`src/tks_pkg.sv`:
```
// Shared types and constants for the top-k score selector.
// No dependencies; every other file refers to it by scoped names.
package tks_pkg;

	localparam int DATA_W       = 32;
	localparam int KEEP_W       = 5;
	localparam int MAX_KEEP_DEF = 16;

	localparam logic [KEEP_W-1:0] KEEP_RST = 5'd16;

	localparam logic OP_INSERT = 1'b0;
	localparam logic OP_DRAIN  = 1'b1;

	// one list entry as held by a cell
	typedef struct packed {
		logic              vld;
		logic [DATA_W-1:0] eref;
		logic [DATA_W-1:0] escore;
	} entry_t;

	// control broadcast to every cell
	typedef struct packed {
		logic ins_acc;  // insert item accepted this cycle
		logic ins_go;   // accepted and not a duplicate
		logic shift;    // drain: move the list up by one
	} cell_ctl_t;

endpackage

```
`src/tks_ifs.sv`:
```
// Handshake channels of the top-k score selector: items, results, config.
// Depends on tks_pkg for field widths.
interface tks_in_if;
	logic                       valid;
	logic                       ready;
	logic                       op;
	logic [tks_pkg::DATA_W-1:0] item_ref;
	logic [tks_pkg::DATA_W-1:0] item_score;

	modport source (output valid, op, item_ref, item_score, input ready);
	modport sink (input valid, op, item_ref, item_score, output ready);
endinterface

interface tks_out_if;
	logic                       valid;
	logic                       ready;
	logic [tks_pkg::DATA_W-1:0] out_ref;
	logic [tks_pkg::DATA_W-1:0] out_score;
	logic                       out_valid;
	logic                       out_last;

	modport source (output valid, out_ref, out_score, out_valid, out_last, input ready);
	modport sink (input valid, out_ref, out_score, out_valid, out_last, output ready);
endinterface

interface tks_cfg_if;
	logic                       valid;
	logic                       ready;
	logic [tks_pkg::KEEP_W-1:0] keep_count;

	modport source (output valid, keep_count, input ready);
	modport sink (input valid, keep_count, output ready);
endinterface

```
`src/tks_cell.sv`:
```
// One slot of the sorted list: compare against the candidate, take from
// the upper neighbor on insert, from the lower neighbor on drain. Uses tks_pkg.
module tks_cell (
	input  logic                       clk,
	input  logic                       arst_n,
	input  tks_pkg::cell_ctl_t         ctl,
	input  logic                       rng,
	input  logic [tks_pkg::DATA_W-1:0] item_ref,
	input  logic [tks_pkg::DATA_W-1:0] item_score,
	input  logic                       cand_prev,
	input  tks_pkg::entry_t            prev,
	input  tks_pkg::entry_t            nxt,
	output tks_pkg::entry_t            ent,
	output logic                       cand,
	output logic                       match
);

	logic                       vld_q;
	logic [tks_pkg::DATA_W-1:0] ref_q;
	logic [tks_pkg::DATA_W-1:0] score_q;

	assign ent.vld    = vld_q;
	assign ent.eref   = ref_q;
	assign ent.escore = score_q;

	// insertion point: first in-range slot that is empty or scores lower
	assign cand  = rng && (!vld_q || (score_q < item_score));
	assign match = rng && vld_q && (ref_q == item_ref);

	always_ff @(posedge clk or negedge arst_n) begin
		if (!arst_n) begin
			vld_q <= 1'b0;
		end else if (ctl.shift) begin
			vld_q <= nxt.vld;
		end else if (ctl.ins_acc) begin
			if (!rng) begin
				vld_q <= 1'b0;
			end else if (ctl.ins_go && cand) begin
				vld_q <= cand_prev ? prev.vld : 1'b1;
			end
		end
	end

	always_ff @(posedge clk) begin
		if (ctl.shift) begin
			ref_q   <= nxt.eref;
			score_q <= nxt.escore;
		end else if (ctl.ins_go && cand) begin
			ref_q   <= cand_prev ? prev.eref : item_ref;
			score_q <= cand_prev ? prev.escore : item_score;
		end
	end

endmodule

```
`src/top_k_score_selector.sv`:
```
// Top level of the top-k score selector: control, config and the cell row.
// Depends on tks_pkg, tks_ifs (channels) and tks_cell.
//
// Usage:
//   items   : op=insert adds (item_ref, item_score) to a best-first list of
//             at most keep_count entries; op=drain emits the list and clears it.
//   results : one item per drained entry, best first, out_last on the final
//             one; an empty list yields a single item with out_valid=0.
//   cfg     : keep_count write, always ready; write only while idle.
// Throughput: inserts go back to back, each done on its accepting edge;
//   every cell compares with the candidate in parallel and the row shifts
//   in the same edge. A drain holds items.ready low for max(n,1) result
//   transfers (one per cycle without stall), the row shifting up one slot
//   per emitted entry.
// Drain start: an accepted drain item puts the control in its drain state;
//   the first result then goes into the registered output slot once free.
// Reset: the list empties and keep_count returns to 16.
// Stall: while results.ready is low a full output slot holds and the row
//   stays put; inserts are still taken after a drain finishes loading.
module top_k_score_selector #(
	parameter int MAX_KEEP = tks_pkg::MAX_KEEP_DEF
) (
	input logic        clk,
	input logic        arst_n,
	tks_in_if.sink     items,
	tks_out_if.source  results,
	tks_cfg_if.sink    cfg
);

	localparam int LIM_W = $clog2(MAX_KEEP + 1);
	localparam int CW    = (LIM_W > tks_pkg::KEEP_W) ? LIM_W : tks_pkg::KEEP_W;

	localparam logic ST_IDLE  = 1'b0;
	localparam logic ST_DRAIN = 1'b1;

	logic                        state_q;
	logic [tks_pkg::KEEP_W-1:0]  keep_q;
	logic [CW-1:0]               keep_ext;
	logic [CW-1:0]               lim;

	tks_pkg::cell_ctl_t          ctl;
	tks_pkg::entry_t             ents [MAX_KEEP];
	tks_pkg::entry_t             nxts [MAX_KEEP];
	tks_pkg::entry_t             prevs [MAX_KEEP];
	logic [MAX_KEEP-1:0]         cands;
	logic [MAX_KEEP-1:0]         cand_prevs;
	logic [MAX_KEEP-1:0]         dup_hits;
	logic [MAX_KEEP-1:0]         rngs;
	logic [MAX_KEEP-1:0]         vlds;

	logic                        in_acc;
	logic                        load;
	logic                        head_last;

	logic                        ov_q;
	logic [tks_pkg::DATA_W-1:0]  oref_q;
	logic [tks_pkg::DATA_W-1:0]  oscore_q;
	logic                        oval_q;
	logic                        olast_q;

	// config register
	assign cfg.ready = 1'b1;

	always_ff @(posedge clk or negedge arst_n) begin
		if (!arst_n) begin
			keep_q <= tks_pkg::KEEP_RST;
		end else if (cfg.valid) begin
			keep_q <= cfg.keep_count;
		end
	end

	// effective limit: zero reads as one, clamp at the row length
	assign keep_ext = CW'(keep_q);
	always_comb begin
		if (keep_q == '0) begin
			lim = CW'(1);
		end else if (keep_ext > CW'(MAX_KEEP)) begin
			lim = CW'(MAX_KEEP);
		end else begin
			lim = keep_ext;
		end
	end

	// item channel
	assign items.ready = (state_q == ST_IDLE);
	assign in_acc      = items.valid && items.ready;

	// drain: load the output slot whenever it is free
	assign load      = (state_q == ST_DRAIN) && (!ov_q || results.ready);
	assign head_last = !ents[0].vld || (MAX_KEEP == 1) || !vlds[MAX_KEEP > 1 ? 1 : 0];

	assign ctl.ins_acc = in_acc && (items.op == tks_pkg::OP_INSERT);
	assign ctl.ins_go  = ctl.ins_acc && !(|dup_hits);
	assign ctl.shift   = load;

	always_ff @(posedge clk or negedge arst_n) begin
		if (!arst_n) begin
			state_q <= ST_IDLE;
		end else begin
			case (state_q)
				ST_IDLE: begin
					if (in_acc && (items.op == tks_pkg::OP_DRAIN)) begin
						state_q <= ST_DRAIN;
					end
				end
				ST_DRAIN: begin
					if (load && head_last) begin
						state_q <= ST_IDLE;
					end
				end
				default: state_q <= ST_IDLE;
			endcase
		end
	end

	// cell row; neighbors wired by index, ends tied off
	for (genvar i = 0; i < MAX_KEEP; i++) begin : g_cell
		assign rngs[i] = (CW'(i) < lim);
		assign vlds[i] = ents[i].vld;

		if (i == 0) begin : g_head
			assign cand_prevs[i] = 1'b0;
			assign prevs[i]      = '0;
		end else begin : g_body
			assign cand_prevs[i] = cands[i-1];
			assign prevs[i]      = ents[i-1];
		end

		if (i == MAX_KEEP - 1) begin : g_tail
			assign nxts[i] = '0;
		end else begin : g_mid
			assign nxts[i] = ents[i+1];
		end

		tks_cell u_cell (
			.clk        (clk),
			.arst_n     (arst_n),
			.ctl        (ctl),
			.rng        (rngs[i]),
			.item_ref   (items.item_ref),
			.item_score (items.item_score),
			.cand_prev  (cand_prevs[i]),
			.prev       (prevs[i]),
			.nxt        (nxts[i]),
			.ent        (ents[i]),
			.cand       (cands[i]),
			.match      (dup_hits[i])
		);
	end

	// output slot
	always_ff @(posedge clk or negedge arst_n) begin
		if (!arst_n) begin
			ov_q <= 1'b0;
		end else if (load) begin
			ov_q <= 1'b1;
		end else if (results.ready) begin
			ov_q <= 1'b0;
		end
	end

	always_ff @(posedge clk) begin
		if (load) begin
			oref_q   <= ents[0].vld ? ents[0].eref : '0;
			oscore_q <= ents[0].vld ? ents[0].escore : '0;
			oval_q   <= ents[0].vld;
			olast_q  <= head_last;
		end
	end

	assign results.valid     = ov_q;
	assign results.out_ref   = oref_q;
	assign results.out_score = oscore_q;
	assign results.out_valid = oval_q;
	assign results.out_last  = olast_q;

`ifndef ASSERT_OFF
	// the list stays packed toward the head
	for (genvar k = 1; k < MAX_KEEP; k++) begin : g_chk
		a_packed: assert property (@(posedge clk) disable iff (!arst_n)
			!vlds[k-1] |-> !vlds[k])
			else $error("list has a hole at slot %0d", k);
	end

	a_last_ends: assert property (@(posedge clk) disable iff (!arst_n)
		(load && head_last) |=> (state_q == ST_IDLE) && results.out_last)
		else $error("drain did not end on its last item");

	a_empty_last: assert property (@(posedge clk) disable iff (!arst_n)
		(results.valid && !results.out_valid) |-> results.out_last)
		else $error("empty-list item without last flag");

	a_no_ins_drain: assert property (@(posedge clk) disable iff (!arst_n)
		(state_q == ST_DRAIN) |-> !ctl.ins_acc)
		else $error("insert taken during drain");
`endif

endmodule

```
`src/flat_wrapper.sv`:
```
// flat-port wrapper written by rule: the top's interface ports become plain ports
module top_k_score_selector_flat 
#(
	parameter int MAX_KEEP = tks_pkg::MAX_KEEP_DEF
)
  (clk, arst_n, items_valid, items_op, items_item_ref, items_item_score, items_ready, results_valid, results_out_ref, results_out_score, results_out_valid, results_out_last, results_ready, cfg_valid, cfg_keep_count, cfg_ready);
  tks_in_if items_i ();
  tks_out_if results_i ();
  tks_cfg_if cfg_i ();
  input logic clk;
  input logic arst_n;
  input wire logic [$bits(items_i.valid)-1:0] items_valid;
  input wire logic [$bits(items_i.op)-1:0] items_op;
  input wire logic [$bits(items_i.item_ref)-1:0] items_item_ref;
  input wire logic [$bits(items_i.item_score)-1:0] items_item_score;
  output wire logic [$bits(items_i.ready)-1:0] items_ready;
  output wire logic [$bits(results_i.valid)-1:0] results_valid;
  output wire logic [$bits(results_i.out_ref)-1:0] results_out_ref;
  output wire logic [$bits(results_i.out_score)-1:0] results_out_score;
  output wire logic [$bits(results_i.out_valid)-1:0] results_out_valid;
  output wire logic [$bits(results_i.out_last)-1:0] results_out_last;
  input wire logic [$bits(results_i.ready)-1:0] results_ready;
  input wire logic [$bits(cfg_i.valid)-1:0] cfg_valid;
  input wire logic [$bits(cfg_i.keep_count)-1:0] cfg_keep_count;
  output wire logic [$bits(cfg_i.ready)-1:0] cfg_ready;
  assign items_i.valid = items_valid;
  assign items_i.op = items_op;
  assign items_i.item_ref = items_item_ref;
  assign items_i.item_score = items_item_score;
  assign items_ready = items_i.ready;
  assign results_valid = results_i.valid;
  assign results_out_ref = results_i.out_ref;
  assign results_out_score = results_i.out_score;
  assign results_out_valid = results_i.out_valid;
  assign results_out_last = results_i.out_last;
  assign results_i.ready = results_ready;
  assign cfg_i.valid = cfg_valid;
  assign cfg_i.keep_count = cfg_keep_count;
  assign cfg_ready = cfg_i.ready;
  top_k_score_selector #(.MAX_KEEP(MAX_KEEP)) u_core (.clk(clk), .arst_n(arst_n), .items(items_i), .results(results_i), .cfg(cfg_i));
endmodule
```
`config.mk`:
```
export PLATFORM = sky130hd
export DESIGN_NAME = top_k_score_selector_flat
export DESIGN_NICKNAME = d
export VERILOG_FILES = /design/src/tks_pkg.sv /design/src/tks_ifs.sv /design/src/tks_cell.sv /design/src/top_k_score_selector.sv /design/src/flat_wrapper.sv
export SDC_FILE = /design/constraint.sdc
export NUM_CORES = 2
export LEC_CHECK = 0
export ABC_AREA = 1
export BUFFER_PORTS_ARGS = -buffer_cell sky130_fd_sc_hd__buf_2
export CORE_MARGIN = 4
export CORE_UTILIZATION = 60
export CTS_CLUSTER_DIAMETER = 80
export DETAILED_ROUTE_END_ITERATION = 10
export MAX_ROUTING_LAYER = met4
export PLACE_DENSITY = 0.76
export SLEW_MARGIN = 40
export SYNTH_ARGS = -nofsm -noshare
export SYNTH_HDL_FRONTEND = slang
export SYNTH_SLANG_ARGS = --single-unit
```
`constraint.sdc`:
```
create_clock -name clk -period 9.8 [get_ports clk]
set_clock_uncertainty 0.05 [all_clocks]
set_input_delay 0 -clock clk [delete_from_list [all_inputs] [get_ports clk]]
set_output_delay 0 -clock clk [all_outputs]
set_load 0.05 [all_outputs]
```
# Word level (Yosys, flattened, before mapping)
# Index checks and enable logic that the tools add are counted.
[totals] word_cells=439 in_bits=75 output_inout_bits=69 reg_bits=1113
[classes] mux=176 bitwise_logic=2 magnitude_cmp=33 n_eq_ne=32 n_reduce_logical=141
[op_table] cell="32-bit two-way mux" count=90
[op_table] cell="32-bit equality test" count=16
[op_table] cell="32-bit less-than comparator" count=16
[op_table] cell="1-bit two-way mux" count=83
[op_table] cell="1-bit logical AND" count=70
[op_table] cell="3-bit by 1-bit inequality test with 1-bit output, second input constant" count=16
[op_table] cell="4-bit by 5-bit less-than comparator with 1-bit output, first input constant" count=8
[op_table] cell="2-bit nonzero test" count=17
[op_table] cell="2-bit AND reduction" count=16
[op_table] cell="3-bit by 5-bit less-than comparator with 1-bit output, first input constant" count=4
[op_table] cell="1-bit zero test" count=18
[op_table] cell="1-bit logical OR" count=18
[op_table] cell="16-bit OR reduction" count=1
[op_table] cell="1-bit by 5-bit less-than comparator with 1-bit output, first input constant" count=2
[op_table] cell="2-bit by 5-bit less-than comparator with 1-bit output, first input constant" count=2
[op_table] cell="5-bit two-way mux" count=2
[op_table] cell="5-bit > comparator, second input constant" count=1
[op_table] cell="5-bit zero test" count=1
[op_table] cell="1-bit NOT" count=2
[op_table] cell="1-bit case mux with 2 select lines" count=1

# Logic depth before layout (Yosys ltp)
[depth] word_depth=14 ltp_mapped=22 mapped_depth_nobuf=19

# Modules after synthesis
# A second synthesis with hierarchy kept.
[unflattened] cells_unflattened=9568 area_unflattened_um2=75850.2
[by_module_without_submodules] module="tks_cell at u_core.g_cell[0].u_cell ..." cells_per_inst=580 seq_area_each_um2=1946.9 instances=11 area_each_um2=4518.1
[by_module_without_submodules] module="tks_cell at u_core.g_cell[7].u_cell ..." cells_per_inst=579 seq_area_each_um2=1946.9 instances=3 area_each_um2=4513.1
[by_module_without_submodules] module="tks_cell at u_core.g_cell[6].u_cell" cells_per_inst=586 seq_area_each_um2=1946.9 instances=1 area_each_um2=4540.6
[by_module_without_submodules] module="tks_cell at u_core.g_cell[13].u_cell" cells_per_inst=580 seq_area_each_um2=1946.9 instances=1 area_each_um2=4521.8
[by_module_without_submodules] module="top_k_score_selector" cells_per_inst=285 seq_area_each_um2=2158.3 instances=1 area_each_um2=3549.7

# Least setup slack after synthesis
# Ideal clock, no wire load.
[synth_path] kind="register -> register" from="register u_core.ov_q (netlist: u_core.results.valid)" to="register u_core.olast_q (netlist: u_core.results.out_last) (enable)" required_time_ns=9.294 synth_period_minus_slack_ns=4.310 arrival_time_ns=3.804 path_buffers=4 setup_ns=0.456 slack_ns=5.490 path_stages_with_launch=8 cell_sequence="dfrtp_1 > nand2_1 > nand2_1 > inv_1 > clkbuf_1 > clkbuf_1 > buf_2 > clkbuf_1"
[synth_between] elab_chain_cells=3
[synth_lines] item="from (decl)" line_no="top_k_score_selector.sv:55" text="logic ov_q;"
[synth_lines] item="from (signal assigned)" line_no="top_k_score_selector.sv:154" text="ov_q <= 1'b0;"
[synth_lines] item="from (signal assigned)" line_no="top_k_score_selector.sv:156" text="ov_q <= 1'b1;"
[synth_lines] item="from (signal assigned)" line_no="top_k_score_selector.sv:158" text="ov_q <= 1'b0;"
[synth_lines] item="1-bit zero test" line_no="top_k_score_selector.sv:89" text="assign load = (state_q == ST_DRAIN) && (!ov_q || results.ready);"
[synth_lines] item="1-bit logical OR" line_no="top_k_score_selector.sv:89"
[synth_lines] item="1-bit logical AND" line_no="top_k_score_selector.sv:89"
[synth_lines] item="net u_core.load" line_no="top_k_score_selector.sv:52" text="logic load;"
[synth_lines] item="to (signal assigned)" line_no="top_k_score_selector.sv:167" text="olast_q <= head_last;"
[synth_lines] item="to (decl)" line_no="top_k_score_selector.sv:59" text="logic olast_q;"
# The timed path passes the listed nets, and every way through them passes these cells.
# A chain may end at the register's enable or synchronous reset.

# Worst setup path after layout
[layout_path] from="register u_core.keep_q, in the netlist u_core.keep_ext[3]" to="register u_core.g_cell[2].u_cell.ref_q[14] (netlist bit) (enable)"
[layout_between] elab_chain_cells=11 elab_cells_between_ends=58 cone_classes="17 x order compare; 2 x mux; 39 x reduce/logical"
[layout_lines] item="from (decl)" line_no="top_k_score_selector.sv:37" text="logic [tks_pkg::KEEP_W-1:0] keep_q;"
[layout_lines] item="from (signal assigned)" line_no="top_k_score_selector.sv:66" text="keep_q <= tks_pkg::KEEP_RST;"
[layout_lines] item="from (signal assigned)" line_no="top_k_score_selector.sv:68" text="keep_q <= cfg.keep_count;"
[layout_lines] item="5-bit > comparator" line_no="top_k_score_selector.sv:77" text="end else if (keep_ext > CW'(MAX_KEEP)) begin"
[layout_lines] item="5-bit two-way mux" line_no="top_k_score_selector.sv:77"
[layout_lines] item="5-bit two-way mux (*)" line_no="top_k_score_selector.sv:75" text="if (keep_q == '0) begin"
[layout_lines] item="4-bit by 5-bit less-than comparator with 1-bit output, or another cell as far along" line_no="top_k_score_selector.sv:118" text="assign rngs[i] = (CW'(i) < lim);"
[layout_lines] item="1-bit logical AND (2 in a row)" line_no="tks_cell.sv:28" text="assign match = rng && vld_q && (ref_q == item_ref);"
[layout_lines] item="16-bit OR reduction" line_no="top_k_score_selector.sv:93" text="assign ctl.ins_go = ctl.ins_acc && !(|dup_hits);"
[layout_lines] item="1-bit zero test" line_no="top_k_score_selector.sv:93"
[layout_lines] item="1-bit logical AND" line_no="top_k_score_selector.sv:93"
[layout_lines] item="1-bit logical AND (*)" line_no="tks_cell.sv:48" text="end else if (ctl.ins_go && cand) begin"
[layout_lines] item="2-bit nonzero test (no line) (*)"
[layout_lines] item="to (signal assigned)" line_no="tks_cell.sv:46" text="ref_q <= nxt.eref;"
[layout_lines] item="to (signal assigned)" line_no="tks_cell.sv:49" text="ref_q <= cand_prev ? prev.eref : item_ref;"
[layout_lines] item="to (decl)" line_no="tks_cell.sv:19" text="logic [tks_pkg::DATA_W-1:0] ref_q;"
# Mark *: on every way between the ends. The rest lies on a longest branch, timed or not.

==> flow_summary_export.csv <==
group,metric,value,unit
clocking,cts.sink_count,1113,
clocking,cts_buffers,132,
routing,vias_per_cell,6.45,
logic_synthesis,synthCells,8953,
pwr,vdd.ir_drop.worst,0.453,mV
logic_synthesis,synth-warning-count,0,
worst_setup_path,crit_required,10.16,ns
pwr,p_per_area,391,nW/µm²
logic_synthesis,avgSynthCellArea,8.10,µm²
clocking,root_buffer,"clkbuf_16",
worst_setup_path,start_kind,"flop",
logic_synthesis,syn_area,72500,µm²
grt,grt_pass1_wl,389000,µm
placement,place_congestion,1.02,
placement,place_ws,4.83,ns
logic_synthesis,synthAdderAreaFrac,8.56,%
timing,worst_slack,4.61,ns
worst_setup_path,path_max_fanout,38,
timing,period_needed,5.19,ns
floorplan,num_rows,127,
hold_path,hold_path_depth,5,
logic_synthesis,synth-edff-count,1026,
worst_setup_path,end_kind,"flop",
logic_synthesis,synth.distinct_cells,43,
floorplan,die-area,126000,µm²
grt,grt_usage,41.5,%
hold_path,hp-class,"in2reg",
timing,fmax,193,MHz
placement,io_buffer_count,142,
routing,ant_nets,0,
job,maxCapViolations,0,
logic_synthesis,synth_fp_nets,9524,
floorplan,die_h,356,µm
floorplan,io_pins,144,
routing,num_vias,68000,
worst_setup_path,arrival,5.55,ns
logic_synthesis,ys_seq_area_share,45.1,%
logic_synthesis,synth-seq-cells,1113,
logic_synthesis,synth-xor-area-share,1.80,%
worst_setup_path,slowest_delay,0.64,ns
timing,maxSlewHeadroom,34.7,%
logic_synthesis,synth_top_area_share,42.5,%
grt,grt-ovfl-total,0,
grt,grt_pass1_vias,62600,
worst_setup_path,crit_chain,"nor2_2 -> inv_2 -> nor2_2 -> inv_2 -> nor2_1 -> nor3_1 -> nor2_1 -> nand2_1 -> nor2_4 -> nand3_1 -> nand2_4 -> buf_4",
routing,wl,262000,µm
clocking,tritoncts,"done",
layout,drive_gt1_share,5.61,%
layout,nets,9372,
logic_synthesis,synth_top_cells_by_area,"edfxtp_1 (42%), o21ai_0 (13%), nand2_1 (8.8%), ha_1 (8.6%), a21oi_1 (6.0%)",
logic_synthesis,muxShareOfSynthArea,0,%
clocking,clk_latency,0.80,ns
layout,area_growth,8.94,%
clocking,path_clk_slew,0.06,ns
logic_synthesis,synth-compound-area-share,22.3,%
timing,tightest_slew,0.976,ns
worst_setup_path,reg2regPathDepth,12,
placement,post-dp-hpwl,184000,µm
timing,setup_violations,0,
logic_synthesis,ys.flop_type,"edfxtp_1",
routing,wl_per_cell,24.9,µm
logic_synthesis,synth_area_leader_cell,"edfxtp_1",
clocking,postCtsSetupBuffers,0,
run_status,status,"completed",
clocking,hold_buffers,93,
floorplan,coreArea,120000,µm²
logic_synthesis,synth_simple_gate_area_share,14.0,%
grt,antenna_found_initial,5,
floorplan,start_util,60.4,%
floorplan,dieWidth,356,µm
logic_synthesis,async_reset_ff_share,2.07,%
worst_setup_path,critPathKind,"reg2reg",
timing,finalHoldViolCount,0,
routing,drc,0,
worst_setup_path,cpMaxStageDelayCell,"buf_4",
clocking,htree_num_levels,4,
layout,multi_input_area,34200,µm²
timing,finalSetupTns,0,ns
clocking,clockBufferDepth,3,
routing,dr.pass1.iters,7,
pwr,leakagePower,0.0324,µW
grt,grt_max_degree,223,
routing,drt_iter0_markers,11000,
timing,rsz0062_at_grt,"no",
timing,maxSlewViolCount,0,
layout,num-fill-cells,10200,
clocking,cts_resized,0,
logic_synthesis,synth_top_family_by_area,"compound AO/OA/AOI/OAI gates",
layout,area.sequential,32700,µm²
timing,period_share,52.9,%
==> layer usage <==
metal	vias to the layer above	routed length (µm)	GRT usage (%)
met1	31600	101000	57.2
li1	30600	-	-
met2	5069	111000	58.7
met5	-	0	-
met4	0	11700	16.8
met3	682	38500	10.5
==> synthesized netlist by cell type, drive strengths merged (2+ instances only) <==
master / instances
o21ai: 1907
nand2: 1692
clkbuf: 419
ha: 496
a21o: 2
a211oi: 6
o21bai: 53
dfxtp: 64
nor4: 16
nand3b: 3
o211ai: 11
nor2: 594
nand4: 96
buf: 199
a21oi: 864
inv: 903
xor2: 38
dfrtp: 22
o31ai: 34
o2111ai: 2
o221ai: 4
nor3: 28
o22ai: 186
a31oi: 13
nand3: 129
o21a: 29
xnor2: 111
edfxtp: 1026
==> metrics by stage <==
step / utilization [%] / std cells / total power [µW] / hold WS, ns / instance area, µm²
2_1_floorplan: - / 8953 / 20400 / -0.346 / 72500
3_3_place_gp: 61.4 / 10200 / 24900 / -0.0251 / 73600
3_5_place_dp: 61.5 / 10200 / 25400 / -0.00919 / 73800
4_1_cts: 65.7 / 10500 / 30300 / 0.0844 / 78900
5_1_grt: 65.8 / 10500 / 32700 / 0.170 / 79000
6_report: 65.8 / 10500 / 30900 / 0.127 / 79000
==> final timing paths <==
| check | slack, ns | endpoint | start |
|---|---|---|---|
| worst min register to register | 0.42 | u_core.g_cell[15].u_cell.score_q[16]$_SDFFE_PP0P_ | u_core.g_cell[15].u_cell.score_q[16]$_SDFFE_PP0P_ |
| max in group asynchronous | 9.29 | u_core.g_cell[6].u_cell.vld_q$_DFFE_PN0P_ | arst_n |
| worst max-delay path | 4.61 | u_core.g_cell[2].u_cell.ref_q[14]$_DFFE_PP_ | u_core.keep_ext[3]$_DFFE_PN0P_ |
| min in group asynchronous | 0.24 | u_core.keep_ext[1]$_DFFE_PN0P_ | arst_n |
| worst max register to register | 4.61 | u_core.g_cell[2].u_cell.ref_q[14]$_DFFE_PP_ | u_core.keep_ext[3]$_DFFE_PN0P_ |
| worst min-delay path | 0.13 | u_core.results.valid$_DFFE_PN0P_ | results_ready |
==> registers in the layout, indices dropped and copies added, names as in the netlist <==
| signal | flops |
|---|---|
| u_core.g_cell.u_cell.ref_q | 512 |
| u_core.results.valid | 1 |
| u_core.results.out_last | 1 |
| u_core.g_cell.u_cell.score_q | 512 |
| u_core.results.out_valid | 1 |
| u_core.results.out_score | 32 |
| u_core.g_cell.u_cell.vld_q | 16 |
| u_core.results.out_ref | 32 |
| u_core.state_q | 1 |
| u_core.keep_ext | 5 |
==> placed cells by master (no fill, tap or decap), drive strengths merged, types with 4 or more instances in the layout <==
master / n
a211oi: 6
a21oi: 864
a31oi: 13
buf: 240
bufinv: 6
clkbuf: 181
clkinv: 48
dfrtp: 22
dfxtp: 64
diode: 4
dlygate4sd3: 92
edfxtp: 1026
ha: 496
inv: 911
nand2: 1692
nand3: 129
nand4: 96
nor2: 594
nor3: 28
nor4: 16
o211ai: 11
o21a: 29
o21ai: 1907
o21bai: 53
o221ai: 4
o22ai: 186
o31ai: 34
xnor2: 111
xor2: 38
==> worst max-delay path, delay by kind of cell, from the launching register on <==
| kind | cells | cell delay [ns] |
|---|---|---|
| buffers and inverters | 3 | 0.90 |
| flip-flops | 1 | 0.44 |
| AND/OR/NAND/NOR | 9 | 3.33 |
==> layout make-up <==
cell class                 instances  area share, %
timing repair buffer             332           3.24
tap                             1612           2.55
sequential                      1113           41.4
inverter                         903           4.31
antenna                            4         0.0127
clock inverter                    63          0.624
clock buffer                     181           4.64
multi-input combinational       6319           43.3
==> logic make-up after synthesis <==
| logic type | count (synthesis) |
|---|---|
| AOI/OAI and AO/OA | 3113 |
| xor gates and xnor gates | 149 |
| adders and majority gates | 496 |
| buffers and inverters | 1521 |
| DFF | 1113 |
| other | 1 |
| and+or+nand+nor | 2560 |
==> power breakdown <==
part / internal [µW] / total (µW) / switching, µW
Sequential: 9310 / 11400 / 2140
Clock: 2780 / 4870 / 2100
Combinational: 4170 / 14600 / 10400
(Power assumes the default switching activity.)
